===== src/rtl/czc_pkg.sv =====
// ----------------------------------------------------------------------------
// czc_pkg
// Shared types, verdict codes and collation weight tables for the Czech
// collation comparator.
// ----------------------------------------------------------------------------
package czc_pkg;

    localparam int CHAR_W   = 8;
    localparam int WEIGHT_W = 6;

    typedef logic [CHAR_W-1:0]   t_char;
    typedef logic [WEIGHT_W-1:0] t_weight;
    typedef logic [1:0]          t_verdict;

    localparam t_verdict VERDICT_LESS    = 2'd0;
    localparam t_verdict VERDICT_EQUAL   = 2'd1;
    localparam t_verdict VERDICT_GREATER = 2'd2;

    localparam t_weight CH_WEIGHT = 6'd14;
    localparam t_char   CHAR_UC_C = 8'h43;
    localparam t_char   CHAR_LC_C = 8'h63;
    localparam t_char   CHAR_UC_H = 8'h48;
    localparam t_char   CHAR_LC_H = 8'h68;

    // Weights of one character position of one string.
    typedef struct packed {
        logic    is_end;
        t_weight prim;
        t_weight sec;
    } t_pos;

    // Running decision of one comparison.
    typedef struct packed {
        logic     decided;
        t_verdict prim_v;
        t_verdict sec_v;
    } t_decision;

    localparam t_decision DECISION_RESET = '{
        decided: 1'b0, prim_v: VERDICT_EQUAL, sec_v: VERDICT_EQUAL
    };

    // Primary weight; letters fold case, unmapped bytes weigh zero.
    function automatic t_weight prim_weight(input t_char c);
        t_weight w;
        w = '0;
        case (c)
            8'h41, 8'h61, 8'hC1, 8'hE1: w = 6'd1;
            8'h42, 8'h62:               w = 6'd3;
            8'h43, 8'h63:               w = 6'd4;
            8'hC8, 8'hE8:               w = 6'd5;
            8'h44, 8'h64, 8'hCF, 8'hEF: w = 6'd6;
            8'h45, 8'h65, 8'hC9, 8'hE9,
            8'hCC, 8'hEC:               w = 6'd8;
            8'h46, 8'h66:               w = 6'd11;
            8'h47, 8'h67:               w = 6'd12;
            8'h48, 8'h68:               w = 6'd13;
            8'h49, 8'h69, 8'hCD, 8'hED: w = 6'd15;
            8'h4A, 8'h6A:               w = 6'd17;
            8'h4B, 8'h6B:               w = 6'd18;
            8'h4C, 8'h6C:               w = 6'd19;
            8'h4D, 8'h6D:               w = 6'd20;
            8'h4E, 8'h6E, 8'hD2, 8'hF2: w = 6'd21;
            8'h4F, 8'h6F, 8'hD3, 8'hF3: w = 6'd23;
            8'h50, 8'h70:               w = 6'd25;
            8'h51, 8'h71:               w = 6'd26;
            8'h52, 8'h72:               w = 6'd27;
            8'hD8, 8'hF8:               w = 6'd28;
            8'h53, 8'h73:               w = 6'd29;
            8'hA9, 8'hB9:               w = 6'd30;
            8'h54, 8'h74, 8'hAB, 8'hBB: w = 6'd31;
            8'h55, 8'h75, 8'hDA, 8'hFA,
            8'hD9, 8'hF9:               w = 6'd33;
            8'h56, 8'h76:               w = 6'd36;
            8'h57, 8'h77:               w = 6'd37;
            8'h58, 8'h78:               w = 6'd38;
            8'h59, 8'h79, 8'hDD, 8'hFD: w = 6'd39;
            8'h5A, 8'h7A:               w = 6'd41;
            8'hAE, 8'hBE:               w = 6'd42;
            8'h30: w = 6'd43;
            8'h31: w = 6'd44;
            8'h32: w = 6'd45;
            8'h33: w = 6'd46;
            8'h34: w = 6'd47;
            8'h35: w = 6'd48;
            8'h36: w = 6'd49;
            8'h37: w = 6'd50;
            8'h38: w = 6'd51;
            8'h39: w = 6'd52;
            8'h2E: w = 6'd53;
            8'h2C: w = 6'd54;
            8'h3B: w = 6'd55;
            8'h3F: w = 6'd56;
            8'h21: w = 6'd57;
            8'h3A: w = 6'd58;
            8'h22: w = 6'd59;
            8'h2D: w = 6'd60;
            default: w = '0;
        endcase
        return w;
    endfunction

    // Secondary weight; only accented letters carry one.
    function automatic t_weight sec_weight(input t_char c);
        t_weight w;
        w = '0;
        case (c)
            8'hC1, 8'hE1: w = 6'd2;
            8'hCF, 8'hEF: w = 6'd7;
            8'hC9, 8'hE9: w = 6'd9;
            8'hCC, 8'hEC: w = 6'd10;
            8'hCD, 8'hED: w = 6'd16;
            8'hD2, 8'hF2: w = 6'd22;
            8'hD3, 8'hF3: w = 6'd24;
            8'hAB, 8'hBB: w = 6'd32;
            8'hDA, 8'hFA: w = 6'd34;
            8'hD9, 8'hF9: w = 6'd35;
            8'hDD, 8'hFD: w = 6'd40;
            default:      w = '0;
        endcase
        return w;
    endfunction

endpackage


===== src/rtl/czc_lane.sv =====
// ----------------------------------------------------------------------------
// czc_lane
// Weight lookup for one string: the held position, with the CH digraph
// lookahead, and the current position, which has no successor.
// ----------------------------------------------------------------------------
module czc_lane
    import czc_pkg::*;
(
    input  t_char i_held_char,
    input  t_char i_cur_char,
    output t_pos  o_held_pos,
    output t_pos  o_cur_pos
);

    logic w_is_c;
    logic w_next_h;

    assign w_is_c   = (i_held_char == CHAR_UC_C) || (i_held_char == CHAR_LC_C);
    assign w_next_h = (i_cur_char == CHAR_UC_H) || (i_cur_char == CHAR_LC_H);

    always_comb begin
        o_held_pos.is_end = (i_held_char == '0);
        o_held_pos.prim   = (w_is_c && w_next_h) ? CH_WEIGHT : prim_weight(i_held_char);
        o_held_pos.sec    = sec_weight(i_held_char);

        o_cur_pos.is_end  = (i_cur_char == '0);
        o_cur_pos.prim    = prim_weight(i_cur_char);
        o_cur_pos.sec     = sec_weight(i_cur_char);
    end

endmodule


===== config.mk =====
export PLATFORM = sky130hd
export DESIGN_NAME = czc_lane
export DESIGN_NICKNAME = d
export VERILOG_FILES = /design/src/rtl/czc_pkg.sv /design/src/rtl/czc_lane.sv
export SDC_FILE = /design/constraint.sdc
export NUM_CORES = 1
export LEC_CHECK = 0
export BUFFER_PORTS_ARGS = -buffer_cell sky130_fd_sc_hd__buf_4
export CORE_ASPECT_RATIO = 0.75
export CORE_MARGIN = 2
export CORE_UTILIZATION = 31
export DETAILED_ROUTE_END_ITERATION = 16
export SETUP_SLACK_MARGIN = 0.02
export SYNTH_ARGS = -nofsm -noshare
export SYNTH_HDL_FRONTEND = slang
export SYNTH_SLANG_ARGS = --single-unit

===== constraint.sdc =====
create_clock -name vclk -period 5.95
set_clock_uncertainty 0.05 [all_clocks]
set_input_delay 0.8925 -clock vclk [all_inputs]
set_output_delay 0.8925 -clock vclk [all_outputs]
set_load 0.02 [all_outputs]

Yosys cells after proc, flatten, opt, wreduce, memory -nomap -nowiden
Memory sizes are Yosys's and may differ from the RTL's.
Cells that the tools add are included.
{ "totals": {"input_bits": 16, "mem_count": 2, "reg_bits": 0, "word_cells": 80, "out_inout_bits": 26, "romBits": 3072} }
{ "mem_list": {"columns": ["name", "words", "word_bits", "read_ports", "rd_ports_with_merged_regs", "wr", "line_no", "rtl"], "rows": [
  ["(no name shown)", 256, 6, 1, 0, 0, "czc_pkg.sv:47", "case (c)"],
  ["(no name shown)", 256, 6, 1, 0, 0, "czc_pkg.sv:47", null]
]} }
{ "classes": {"muxes": 3, "reduce_logical": 27, "eq_ne": 48} }
{ "op_table": {"columns": ["op", "n"], "rows": [
  ["== test 8 bit (second input constant)", 44],
  ["case mux 6 bit (11 select lines)", 2],
  ["OR reduction 2 bit", 22],
  ["== test 8 x 7 -> 1 bit (second input constant)", 4],
  ["zero test 8 bit", 2],
  ["2-to-1 mux 6 bit", 1],
  ["logical OR 1 bit", 2],
  ["logical AND 1 bit", 1]
]} }

Longest topological paths before layout
{ "logic_depth": {"ltp_word": 4, "depth_mapped": 9} }

Worst setup path after synthesis
No wires, ideal clock.
{ "synth_timing": {"kind": "input-to-output", "from": "input port i_held_char[0]", "to": "output port o_held_pos[6] (netlist bit)", "slack_ns": 2.112, "t_required_ns": 5.008, "n_path_buf": 1, "stages": 8, "t_arrival_ns": 2.895, "cell_sequence": "clkbuf_1 -> inv_1 -> ha_1 -> nor2b_4 -> o32a_1 -> nand3_1 -> o311ai_1 -> nor4_1"} }
{ "synth_lines": {"columns": ["element", "line_no", "rtl"], "rows": [
  ["start: declaration", "czc_lane.sv:9", "input t_char i_held_char,"],
  ["end: declaration", "czc_lane.sv:11", "output t_pos o_held_pos,"]
]} }

==> metrics.md <==
| Metric | Value |
|---|---|
| Worst Hold End | `o_held_pos[12]` |
| CTS hold repair buffers | `0` |
| CP required | `between 5 and 6 ns` |
| PortBufs | `42` |
| Pwr Density | `slightly below 80 nW/um^2` |
| IO Count | `42` |
| Seq cells | `0` |
| Hold depth | `3` |
| Tmin final | `3.72 ns` |
| NetSw | `0.112 mW` |
| Post-route clock period utilization | `between 60 and 70%` |
| Reg area | `0 um^2` |
| Slew headroom | `between 60 and 70%` |
| # DRC | `0` |
| Detail Route met3 WL | `around 860 um` |
| Synth area leaders | `ha_1 8.5%, o21ai_0 7.3%, a21oi_1 6.8%` |
| WS Path Type | `input pin to primary output` |
| 1st-pass router iterations | `6` |
| Setup bufs post-CTS | `0` |
| Via count | `roughly 2700` |
| Clock buffers | `0` |
| Global-route wire length before repair | `11700 um` |
| Wire length on met1 | `3340 um` |
| Routed len/inst | `16.9 um` |
| Setup violators final | `0` |
| Final hold slack | `2.02 ns` |
| Share of the synthesized area in the top cell type | `8.53%` |
| Status | `finished clean` |
| Nets@finish | `about 370` |
| Cells after Synth | `334` |
| Yosys warnings | `0` |
| Net Sw Frac | `63.4%` |
| CTS resizes | `0` |
| Vias in the first global route | `2283` |
| P&R area growth vs syn | `11.2%` |
| Final HPWL DP | `roughly 5000 um` |
| Int Pwr | `0.0649 mW` |
| Fmax | `around 0.27 GHz` |
| Die height | `74.5 um` |
| Mapped Avg Cell Area | `6.15 um^2` |
| Fin Setup TNS | `0 ns` |
| Synth cell types | `59` |
| CORE AREA | `6350 um^2` |
| Routed WL | `7120 um` |
| Share of post-route cells with drive strength above 1 | `15.0%` |
| Top sig layer | `met4` |
| Total power | `0.177 mW` |
| Lkg Pwr | `0.943 nW` |
| Post-Place Cell Area | `2280 um^2` |
| Startpoint types | `input pin` |
| Most frequent cells in the layout | `42 x buf_4, 33 x nand2_1, 30 x o21ai_0` |
| Placed cell count | `421` |
| CP Max Fanout | `11` |
| Synth area leader | `ha_1` |
| Total grt overflow | `0` |
| Syn_nets | `approximately 360` |
| CP arrival | `2.78 ns` |
| Final ANT Viol Nets | `0` |
| Worst Hold Class | `input pin to primary output` |
| 1st-iter DRT viols | `513` |
| RSZ-0062 raised after global routing | `false` |
| Initial core utilization | `32.4%` |
| GRT Total Usage | `18.7%` |
| Max-cap violations | `0` |
| Synthesized area | `2050 um^2` |
| Post-Layout Cell Count | `421` |
| RD Place Congestion | `between 0.9 and 1` |
| Comb power frac | `100.0%` |
| Die ar. | `7300 um^2` |
| Final Instance Area | `approximately 2300 um^2` |
| Core Util, Final | `36.0%` |
| Sequential share of power | `0%` |
| Largest net degree at the start of global routing | `40` |
| Die X-Extent | `98 um` |
| Row cnt | `25` |
| Routed wl met2 | `2810 um` |
| Number of diodes | `0` |
| Vias per cell | `about 6.4` |
| Commonest non-fill, non-tap cell in the layout | `buf_4` |
| Peak VDD IR | `32.0 uV` |
| Slew Viols, Final | `0` |
| Clock power frac | `0%` |
| PnR worst setup slack | `roughly 2.2 ns` |
| Antenna violations before repair | `0` |
| Crit. End Element | `primary output` |
| Hold Startpoint | `i_held_char[5]` |
| Seq/Total Area, Yosys | `0%` |
| Final hold vios | `0` |
| Tightest Pin Transition | `between 0.4 and 0.5 ns` |
| Pre-CTS WS | `2.30 ns` |
kinds of logic after synthesis:
kind of cell | share of synthesized area (%)
AOI/OAI and AO/OA | 41.7
and+or+nand+nor | 29.7
muxes | 7.06
xor gates and xnor gates | 0.853
adders and majority gates | 8.53
buffers and inverters | 12.2
synth_stat cells, types with 2 or more instances:
cell type  instances
nand2_1           33
o21ai_0           30
a21oi_1           28
nor2_1            21
nand3_1           17
buf_2             16
clkbuf_1          14
ha_1              14
inv_1             14
nand2b_1          11
a31oi_1           10
mux2i_1           10
nand4_1            8
nor2b_1            8
nor3_1             7
o211ai_1           7
o221ai_1           6
o22ai_1            6
and3_1             5
a32oi_1            4
o21a_1             4
o31ai_1            4
a211o_1            3
a211oi_1           3
a21o_1             3
buf_6              3
o21ai_1            3
a21boi_0           2
a221o_1            2
a221oi_1           2
a22oi_1            2
buf_4              2
inv_2              2
mux2_2             2
nand3b_1           2
nor3b_1            2
o2111ai_1          2
final cells by class:
type	instances	area, um^2
timing repair buffer	42	315
tap	81	101
multi-input combinational	281	1800
inverter	17	63.8
fill	678	4070
power groups by stage:
| stage | clock (mW) | sequential, mW | combinational [mW] |
|---|---|---|---|
| 2_1_floorplan | 0 | 0 | 0.125 |
| 3_3_place_gp | 0 | 0 | 0.174 |
| 3_5_place_dp | 0 | 0 | 0.172 |
| 4_1_cts | 0 | 0 | 0.172 |
| 5_1_grt | 0 | 0 | 0.192 |
| 6_report | 0 | 0 | 0.177 |
critical path, cell delays in order:
cell and delay [ns]:
buf_4 0.15, inv_1 0.14, ha_1 0.52, nor2b_4 0.08, o32a_1 0.34, nand3_1 0.09, o311ai_1 0.12, nor4_1 0.25
buf_4 0.19
how the worst max path moves through the flow:
stage | from | end | depth (start not counted)
3_3_place_gp | i_cur_char[0] | o_cur_pos[6] | 8
3_5_place_dp | i_cur_char[0] | o_cur_pos[6] | 8
2_1_floorplan | i_held_char[0] | o_held_pos[6] | 8
6_report | i_held_char[1] | o_held_pos[6] | 9
5_1_grt | i_held_char[1] | o_held_pos[6] | 9
4_1_cts | i_cur_char[0] | o_cur_pos[6] | 8
metal layers:
metal | track usage, % | vias to the layer above
li1 | - | 1266
met1 | 30.8 | 1213
met2 | 25.7 | 182
met3 | 2.35 | 17
met4 | 2.47 | 0
met5 | 0 | -
Note: power is estimated with default switching activity, not from simulation.
