**src/rtl/czc_pkg.sv**
```systemverilog
// ----------------------------------------------------------------------------
// czc_pkg
// Shared types, verdict codes and collation weight tables for the Czech
// collation comparator.
// ----------------------------------------------------------------------------
package czc_pkg;

    localparam int CHAR_W   = 8;
    localparam int WEIGHT_W = 6;

    typedef logic [CHAR_W-1:0]   t_char;
    typedef logic [WEIGHT_W-1:0] t_weight;
    typedef logic [1:0]          t_verdict;

    localparam t_verdict VERDICT_LESS    = 2'd0;
    localparam t_verdict VERDICT_EQUAL   = 2'd1;
    localparam t_verdict VERDICT_GREATER = 2'd2;

    localparam t_weight CH_WEIGHT = 6'd14;
    localparam t_char   CHAR_UC_C = 8'h43;
    localparam t_char   CHAR_LC_C = 8'h63;
    localparam t_char   CHAR_UC_H = 8'h48;
    localparam t_char   CHAR_LC_H = 8'h68;

    // Weights of one character position of one string.
    typedef struct packed {
        logic    is_end;
        t_weight prim;
        t_weight sec;
    } t_pos;

    // Running decision of one comparison.
    typedef struct packed {
        logic     decided;
        t_verdict prim_v;
        t_verdict sec_v;
    } t_decision;

    localparam t_decision DECISION_RESET = '{
        decided: 1'b0, prim_v: VERDICT_EQUAL, sec_v: VERDICT_EQUAL
    };

    // Primary weight; letters fold case, unmapped bytes weigh zero.
    function automatic t_weight prim_weight(input t_char c);
        t_weight w;
        w = '0;
        case (c)
            8'h41, 8'h61, 8'hC1, 8'hE1: w = 6'd1;
            8'h42, 8'h62:               w = 6'd3;
            8'h43, 8'h63:               w = 6'd4;
            8'hC8, 8'hE8:               w = 6'd5;
            8'h44, 8'h64, 8'hCF, 8'hEF: w = 6'd6;
            8'h45, 8'h65, 8'hC9, 8'hE9,
            8'hCC, 8'hEC:               w = 6'd8;
            8'h46, 8'h66:               w = 6'd11;
            8'h47, 8'h67:               w = 6'd12;
            8'h48, 8'h68:               w = 6'd13;
            8'h49, 8'h69, 8'hCD, 8'hED: w = 6'd15;
            8'h4A, 8'h6A:               w = 6'd17;
            8'h4B, 8'h6B:               w = 6'd18;
            8'h4C, 8'h6C:               w = 6'd19;
            8'h4D, 8'h6D:               w = 6'd20;
            8'h4E, 8'h6E, 8'hD2, 8'hF2: w = 6'd21;
            8'h4F, 8'h6F, 8'hD3, 8'hF3: w = 6'd23;
            8'h50, 8'h70:               w = 6'd25;
            8'h51, 8'h71:               w = 6'd26;
            8'h52, 8'h72:               w = 6'd27;
            8'hD8, 8'hF8:               w = 6'd28;
            8'h53, 8'h73:               w = 6'd29;
            8'hA9, 8'hB9:               w = 6'd30;
            8'h54, 8'h74, 8'hAB, 8'hBB: w = 6'd31;
            8'h55, 8'h75, 8'hDA, 8'hFA,
            8'hD9, 8'hF9:               w = 6'd33;
            8'h56, 8'h76:               w = 6'd36;
            8'h57, 8'h77:               w = 6'd37;
            8'h58, 8'h78:               w = 6'd38;
            8'h59, 8'h79, 8'hDD, 8'hFD: w = 6'd39;
            8'h5A, 8'h7A:               w = 6'd41;
            8'hAE, 8'hBE:               w = 6'd42;
            8'h30: w = 6'd43;
            8'h31: w = 6'd44;
            8'h32: w = 6'd45;
            8'h33: w = 6'd46;
            8'h34: w = 6'd47;
            8'h35: w = 6'd48;
            8'h36: w = 6'd49;
            8'h37: w = 6'd50;
            8'h38: w = 6'd51;
            8'h39: w = 6'd52;
            8'h2E: w = 6'd53;
            8'h2C: w = 6'd54;
            8'h3B: w = 6'd55;
            8'h3F: w = 6'd56;
            8'h21: w = 6'd57;
            8'h3A: w = 6'd58;
            8'h22: w = 6'd59;
            8'h2D: w = 6'd60;
            default: w = '0;
        endcase
        return w;
    endfunction

    // Secondary weight; only accented letters carry one.
    function automatic t_weight sec_weight(input t_char c);
        t_weight w;
        w = '0;
        case (c)
            8'hC1, 8'hE1: w = 6'd2;
            8'hCF, 8'hEF: w = 6'd7;
            8'hC9, 8'hE9: w = 6'd9;
            8'hCC, 8'hEC: w = 6'd10;
            8'hCD, 8'hED: w = 6'd16;
            8'hD2, 8'hF2: w = 6'd22;
            8'hD3, 8'hF3: w = 6'd24;
            8'hAB, 8'hBB: w = 6'd32;
            8'hDA, 8'hFA: w = 6'd34;
            8'hD9, 8'hF9: w = 6'd35;
            8'hDD, 8'hFD: w = 6'd40;
            default:      w = '0;
        endcase
        return w;
    endfunction

endpackage

```
**src/rtl/czc_merge.sv**
```systemverilog
// ----------------------------------------------------------------------------
// czc_merge
// Combines the two lanes' weights into the running decision: the held
// position first, then, on the final word, the current position.
// ----------------------------------------------------------------------------
module czc_merge
    import czc_pkg::*;
(
    input  t_decision i_dec,
    input  logic      i_held_valid,
    input  logic      i_final,
    input  t_pos      i_src_held,
    input  t_pos      i_dst_held,
    input  t_pos      i_src_cur,
    input  t_pos      i_dst_cur,
    output t_decision o_dec,
    output t_verdict  o_verdict
);

    function automatic t_decision step(input t_decision d, input t_pos a, input t_pos b);
        t_decision r;
        r = d;
        if (!(a.is_end && b.is_end) && !d.decided) begin
            if (a.is_end || b.is_end) begin
                r.decided = 1'b1;
                r.prim_v  = a.is_end ? VERDICT_LESS : VERDICT_GREATER;
            end else if (a.prim != b.prim) begin
                r.decided = 1'b1;
                r.prim_v  = (a.prim < b.prim) ? VERDICT_LESS : VERDICT_GREATER;
            end else if (a.sec > b.sec) begin
                r.sec_v = VERDICT_GREATER;
            end else if (a.sec < b.sec) begin
                r.sec_v = VERDICT_LESS;
            end
        end
        return r;
    endfunction

    t_decision w_after_held;

    always_comb begin
        w_after_held = i_held_valid ? step(i_dec, i_src_held, i_dst_held) : i_dec;
        o_dec        = i_final ? step(w_after_held, i_src_cur, i_dst_cur) : w_after_held;
        o_verdict    = o_dec.decided ? o_dec.prim_v : o_dec.sec_v;
    end

endmodule

```
**config.mk**
```make
export PLATFORM = sky130hd
export DESIGN_NAME = czc_merge
export DESIGN_NICKNAME = d
export VERILOG_FILES = /design/src/rtl/czc_pkg.sv /design/src/rtl/czc_merge.sv
export SDC_FILE = /design/constraint.sdc
export NUM_CORES = 1
export LEC_CHECK = 0
export ABC_CLOCK_PERIOD_IN_PS = 2700
export BUFFER_PORTS_ARGS = -buffer_cell sky130_fd_sc_hd__buf_2
export CAP_MARGIN = 20
export CORE_MARGIN = 1
export CORE_UTILIZATION = 35
export DETAILED_ROUTE_END_ITERATION = 8
export GPL_TIMING_DRIVEN = 0
export PLACE_DENSITY = 0.77
export SETUP_SLACK_MARGIN = 0.2
export SLEW_MARGIN = 20
export SYNTH_ARGS = -nofsm -noshare
export SYNTH_HDL_FRONTEND = slang
export SYNTH_SLANG_ARGS = --single-unit
```
**constraint.sdc**
```tcl
create_clock -name vclk -period 2.7
set_input_delay 0.135 -clock vclk [all_inputs]
set_output_delay 0.135 -clock vclk [all_outputs]
set_load 0.005 [all_outputs]
```
### After elaboration in Yosys (flattened, before gate mapping)

Index checks and enable logic that the tools add are counted.

| storage, ports and cells | value |
|---|---|
| flip-flop bits (word level) | 0 |
| output and inout port bits | 7 |
| word-level logic and storage cells | 39 |

| operators by class | value |
|---|---|
| order comparisons | 6 |
| eq/ne operators | 2 |
| multiplexer cells | 21 |
| reduce and logical (&&, ||, !) cells | 10 |

Operator list:

| kind | number |
|---|---|
| $mux 2 | 13 |
| $lt 6x6->1 | 4 |
| $mux 5 | 4 |
| $gt 6x6->1 | 2 |
| $mux 3 | 4 |
| $ne 6x6->1 | 2 |
| $logic_and 1x1->1 | 4 |
| $logic_not 1->1 | 4 |
| $logic_or 1x1->1 | 2 |

### Longest topological paths before layout

Gate-level depths: netlist of the first run.

| logic depth | value |
|---|---|
| depth after elaboration | 14 |
| gate-level depth with buffers | 7 |
| depth with buffers taken out | 7 |

### Worst setup path before layout of the first run

OpenSTA, ideal clock, no wires.

| timing path | value |
|---|---|
| path kind | input to output |
| from | input i_dst_held[11] (netlist name) |
| to | output o_verdict[1] |
| data arrival time | 1.632 ns |
| required time | 2.565 ns |
| path slack | 0.933 ns |
| cell stages on the path | 7 |
| path buffers | 0 |
| cell sequence | inv_1 ha_1 nand4_1 o41ai_2 and2_1 nand2_1 o311ai_2 |

RTL lines:

| element | RTL line | RTL |
|---|---|---|
| from (decl) | czc_merge.sv:13 | `input t_pos i_dst_held,` |
| to (decl) | czc_merge.sv:17 | `output t_verdict o_verdict` |

### Final worst setup path of the first run

| timing path | value |
|---|---|
| from | input i_dst_held[10] (netlist name) |
| to | output o_verdict[1] |

| on the way | value |
|---|---|
| longest elaborated chain between the ends | 12 |
| elaborated cells on any way between the ends | 20 |

RTL lines:

| element | RTL line | RTL |
|---|---|---|
| parallel branches: the longest is 3 deep, another holds $lt 6x6->1 | n/a |  |
| $mux 5 (*) | czc_merge.sv:23 | `if (!(a.is_end && b.is_end) && !d.decided) begin` |
| $mux 5 (*) | czc_merge.sv:42 | `w_after_held = i_held_valid ? step(i_dec, i_src_held, i_dst_held) : i_dec;` |
| $mux 2 | czc_merge.sv:32 | `end else if (a.sec < b.sec) begin` |
| $mux 2 | czc_merge.sv:30 | `end else if (a.sec > b.sec) begin` |
| $mux 2 | czc_merge.sv:27 | `end else if (a.prim != b.prim) begin` |
| $mux 2 | czc_merge.sv:24 | `if (a.is_end \|\| b.is_end) begin` |
| $mux 5 | czc_merge.sv:23 |  |
| $mux 5 (*) | czc_merge.sv:43 | `o_dec = i_final ? step(w_after_held, i_src_cur, i_dst_cur) : w_after_held;` |
| $mux 2 (*) | czc_merge.sv:44 | `o_verdict = o_dec.decided ? o_dec.prim_v : o_dec.sec_v;` |

Every way passes the cells marked *.

==> results of run 1 <==
## synthesized netlist by cell type (all sizes together) (2+ instances only)
cell type / instances
inv: 30
ha: 24
nor2: 8
a21oi: 7
nand2: 7
a21o: 5
nor2b: 5
o21ai: 5
nand3: 4
nand4: 4
a21boi: 3
nand2b: 3
and2: 2
and4: 2
o2111ai: 2
## worst min-delay path, cell delays in order
cell and delay (ns):
buf_2 0.08, nand2_1 0.05, o31ai_1 0.06, buf_2 0.11
## metrics by stage
stage          total power, mW  utilization, %  worst slack, ns
3_5_place_dp            0.1632           54.29           0.5352
5_1_grt                 0.1885           54.29           0.3084
2_1_floorplan          0.09047               -           0.9332
3_3_place_gp            0.1595           54.29           0.5646
6_report                0.1617           54.29           0.5099
4_1_cts                 0.1641           54.29           0.5280
## power by group through the flow
stage          Combinational, mW  Clock, mW  Sequential, mW
2_1_floorplan             0.0905          0               0
3_3_place_gp               0.159          0               0
3_5_place_dp               0.163          0               0
4_1_cts                    0.164          0               0
5_1_grt                    0.189          0               0
6_report                   0.162          0               0
## cell type report
| type | count | share of cell area [%] |
|---|---|---|
| Timing Repair Buffer | 66 | 26.24 |
| Inverter | 30 | 8.946 |
| Multi-Input combinational cell | 98 | 62.03 |
| Tap cell | 28 | 2.783 |
## how the worst max path moves through the flow
stage | start | end | slack (ns) | cells after the start
after floorplan | i_dst_held[11] | o_verdict[1] | 0.93 | 7
after global placement | i_dst_held[11] | o_verdict[1] | 0.56 | 9
after detailed placement | i_dst_held[10] | o_verdict[1] | 0.54 | 9
after CTS | i_dst_held[10] | o_verdict[1] | 0.53 | 9
after global routing | i_dst_held[10] | o_verdict[1] | 0.31 | 9
final | i_dst_held[10] | o_verdict[1] | 0.51 | 9
## per-layer routing
metal / vias to the layer above / share of wire, % / wire, um / global-route usage [%]
li1: 588 / - / - / -
met1: 483 / 43 / 941 / 19.90
met2: 35 / 50 / 1086 / 31.01
met3: 0 / 7.3 / 160 / 2.029
met4: 0 / 0 / 0 / 0
met5: - / 0 / 0 / 0
## cells by family after synthesis
| group | Yosys count | synth area share (%) |
|---|---|---|
| adders and majority gates | 24 | 33.61 |
| buffers and inverters | 30 | 12.61 |
| AOI/OAI and AO/OA | 31 | 26.19 |
| and+or+nand+nor | 43 | 27.59 |
==> flow_summary.ini, run 1 <==
[sta]
slew_viol_final = 0
setup_viol = 0
max-slew-margin-rel_pct = 68.34
hold_ws_ns = 0.5773
rsz0062_at_grt = no
fin_tns_setup_ns = 0
finalCritPeriodShare_pct = 81.12
min_period_ns = 2.190
timing.fmax_ghz = 0.4566
hold_violations = 0
worst_pin_slew_ns = 0.4698

[clock_network]
cts_hold_buf = 0
cts_resized = 0
post_cts_buffers = 0

[place]
port_buffers = 66
place_congestion = 0.7426
placedCellCount = 222
place_area_mm2 = 0.001259
dp_hpwl_mm = 2.051

[critical_path]
worstPathMaxFanout = 5
critical-path-max-stage-delay_ns = 0.51
crit_type = input port to output pin
worstPathRequired_ns = 2.57
crit_chain = buf_2 -> inv_1 -> ha_1 -> nand4_1 -> o41ai_2 -> and2_1 -> nand2_1 -> o311ai_2 -> buf_2
crit_buf_inv = 3
critPathMostFrequentCell = buf_2
cpMaxStageDelayCell = o41ai_2
crit_family = compound AO/OA/AOI/OAI gates
cp.arrival_ns = 2.06
critPathLaunchType = input port
cp-end-kind = output pin

[route]
wl_per_cell_um = 9.851
viasPerCell = 4.982
first_pass_iters = 4
first_iter_violations = 14
vias = 1106
drtAntennaViolNets = 0
drc = 0
wirelength_mm = 2.187

[floorplan]
core_mm2 = 0.002318
ioPinCount = 66
start_util_pct = 38.53
rows = 17
dieArea_mm2 = 0.002758
die_w_um = 52.52
dieHeight_um = 52.52

[min_path]
worstHoldEndpoint = o_verdict[0]
min_from = i_dec[2]
hp-class = input port to output pin
min_path_cells = 4

[global_route]
grt_max_degree = 6
grt_pass1_vias = 965
antenna_found_initial = 0
overflow = 0
grt_pass1_wl_mm = 3.560
grtUsageTotal_pct = 16.16

[layout]
final_cell_mix = buf_2 (66), inv_1 (30), ha_1 (24)
instances_no_fill = 222
layout_commonest_cell = buf_2
multiInputGateArea_um2 = 780.7
nets = 279
diodes = 0
syn_to_final_growth_pct = 40.90
n_clock_buffer = 0
fin_area_mm2 = 0.001259
fillers = 257
final_layout_size_suffix_gt1_share_pct = 36.60
register_area_um2 = 0
nFlopsAndLatches = 0

[synthesis]
synth.net_count = 211
syn_area_per_cell_um2 = 6.979
synth_warnings = 0
ys_seq_area_share_pct = 0
ys_types = 33
synth_top_area_share_pct = 33.61
synth_area_leaders = ha_1 (34%), inv_1 (13%), a21o_1 (4.2%), a21oi_1 (3.9%), nor2b_1 (3.5%)
netlist_instances = 128
syn_area_um2 = 893.4
synth_top_cell_by_area = ha_1

[pwr]
swShare_pct = 47.56
p_leak_nw = 0.7656
p_int_mw = 0.08476
switchingPower_mw = 0.07689
p_clk_share_pct = 0
p_seq_share_pct = 0
p_per_area_mw_per_mm2 = 128.4
pwr-share-comb_pct = 100.0
vdd_ir_drop_max_mv = 0.06178

[flow_run]
drv_cap = 0

[outcome]
outcome = complete, no violations
Note: power is estimated with default switching activity, not from simulation.
==> run 2, diff against run 1 <==
Settings changed: ABC_CLOCK_PERIOD_IN_PS 2700 to 2250.
Clock period 2.7 ns to 2.25 ns, I/O delays scaled along.
==> run 2 against run 1 <==
Sequential share of layout area unchanged; global-route usage increased by 0.66 points; clock-buffer cell count unchanged; non-clock buffer count increased by 5; worst setup slack got worse by 0.33 ns; critical endpoint unchanged; core utilization increased by 7.6 points; cell count increased by 2.3%; combinational power increased by 44%; total power increased by 45%; hold slack got worse by 0.043 ns; wire length increased by 13%.
==> flow_summary.ini, run 2 (synthesis results as in run 1) <==
[layout]
nets = 284
n_clock_buffer = 0
layout_commonest_cell = buf_2
register_area_um2 = 0
syn_to_final_growth_pct = 60.50
nFlopsAndLatches = 0
diodes = 0
final_layout_size_suffix_gt1_share_pct = 45.73
fin_area_mm2 = 0.001434
final_cell_mix = buf_2 (60), inv_1 (26), ha_1 (20)
instances_no_fill = 227

[pwr]
p_clk_share_pct = 0
p_leak_nw = 0.8169
power_mw = 0.2338
p_per_area_mw_per_mm2 = 163.0
p_seq_share_pct = 0
p_int_mw = 0.1265
vdd_ir_drop_max_mv = 0.08184
swShare_pct = 45.88
switchingPower_mw = 0.1073
pwr-share-comb_pct = 100.0

[critical_path]
cp-end-kind = output pin
critPathLaunchType = input port
crit_type = input port to output pin
cp.arrival_ns = 1.96
worstPathMaxFanout = 5
worstPathRequired_ns = 2.14

[global_route]
antenna_found_initial = 0
use_met1_pct = 20.07
busiest_layer = met2
grt_max_degree = 6
grt_pass1_wl_mm = 3.663
met2_usage_pct = 33.12
grt_pass1_vias = 979
grt_use_met3_pct = 2.029
grtUsageTotal_pct = 16.82
overflow = 0

[sta]
hold_ws_ns = 0.5341
finalCritPeriodShare_pct = 91.94
min_period_ns = 2.069
slew_viol_final = 0
worst_pin_slew_ns = 0.3920
setup_viol = 0
rsz0062_at_grt = yes
hold_violations = 0
max-slew-margin-rel_pct = 73.78
timing.fmax_ghz = 0.4834
fin_tns_setup_ns = 0

[floorplan]
ioPinCount = 66
dieArea_mm2 = 0.002758
core_mm2 = 0.002318
start_util_pct = 38.53
rows = 17
die_w_um = 52.52
dieHeight_um = 52.52

[route]
viasPerCell = 5.062
first_pass_iters = 4
wirelength_mm = 2.479
wl_per_cell_um = 10.92
vias = 1149
drtAntennaViolNets = 0
first_iter_violations = 11
drc = 0

[place]
dp_hpwl_mm = 2.051
place_area_mm2 = 0.001259
port_buffers = 66
placedCellCount = 222
place_congestion = 0.7426

[min_path]
hp-class = input port to output pin
min_from = i_dec[2]
min_path_cells = 4
worstHoldEndpoint = o_verdict[0]

[outcome]
outcome = complete, no violations

[clock_network]
cts_hold_buf = 0

[flow_run]
drv_cap = 0
-- run 2: changes by cell type in the layout (fill, tap and decap cells not counted), moves of 2 or more --
cell	delta
buf_4	+4
inv_2	+3
ha_4	+4
inv_1	-4
ha_1	-4
buf_6	+7
o21ai_0	-2
buf_2	-6
-- run 2: worst max-delay path: stages --
cell and delay [ns]:
buf_6 0.07, inv_2 0.04, ha_4 0.26, nand4_1 0.22, o41ai_4 0.53, and2_4 0.25
nand2_4 0.06, o311ai_2 0.26, buf_2 0.16
-- run 2: per-layer routing --
metal	part of all wire, %	vias up
met5	0	-
met4	0	0
met1	38	509
met2	55	43
met3	6.7	0
li1	-	597
-- run 2: layout make-up --
class / instances / area [um2]
well taps: 28 / 35.03
inverters: 30 / 115.1
repair buffers: 71 / 409.1
fillers: 229 / 884.6
multi-input cells: 98 / 874.6
-- run 2: timing repair --
action / CTS / global route
pin swaps: 1 / 9
gates resized for setup: 1 / 26
setup buffers: 0 / 5
endpoints found under the setup margin: 3 / 3
-- run 2: power by group through the flow --
stage                     combinational [mW]  clock (mW)  sequential, mW
final                                  0.234           0               0
after CTS                              0.200           0               0
after detailed placement               0.196           0               0
after floorplan                        0.109           0               0
after global placement                 0.191           0               0
after global routing                   0.266           0               0
-- run 2: how the worst max path moves through the flow --
stage / startpoint / end / depth (start not counted) / slack [ns]
after floorplan: i_dst_held[11] / o_verdict[1] / 7 / 0.53
after global placement: i_dst_held[11] / o_verdict[1] / 9 / 0.16
after detailed placement: i_dst_held[10] / o_verdict[1] / 9 / 0.13
after CTS: i_dst_held[10] / o_verdict[1] / 9 / 0.25
after global routing: i_dst_held[9] / o_verdict[1] / 9 / 0.07
final: i_dst_held[10] / o_verdict[1] / 9 / 0.18
-- run 2: through the flow --
step                util, %  setup slack (ns)
floorplan                 -            0.5282
global placement      54.29            0.1596
detailed placement    54.29            0.1302
CTS                   54.78            0.2451
global route          61.85           0.07292
finish                61.85            0.1813
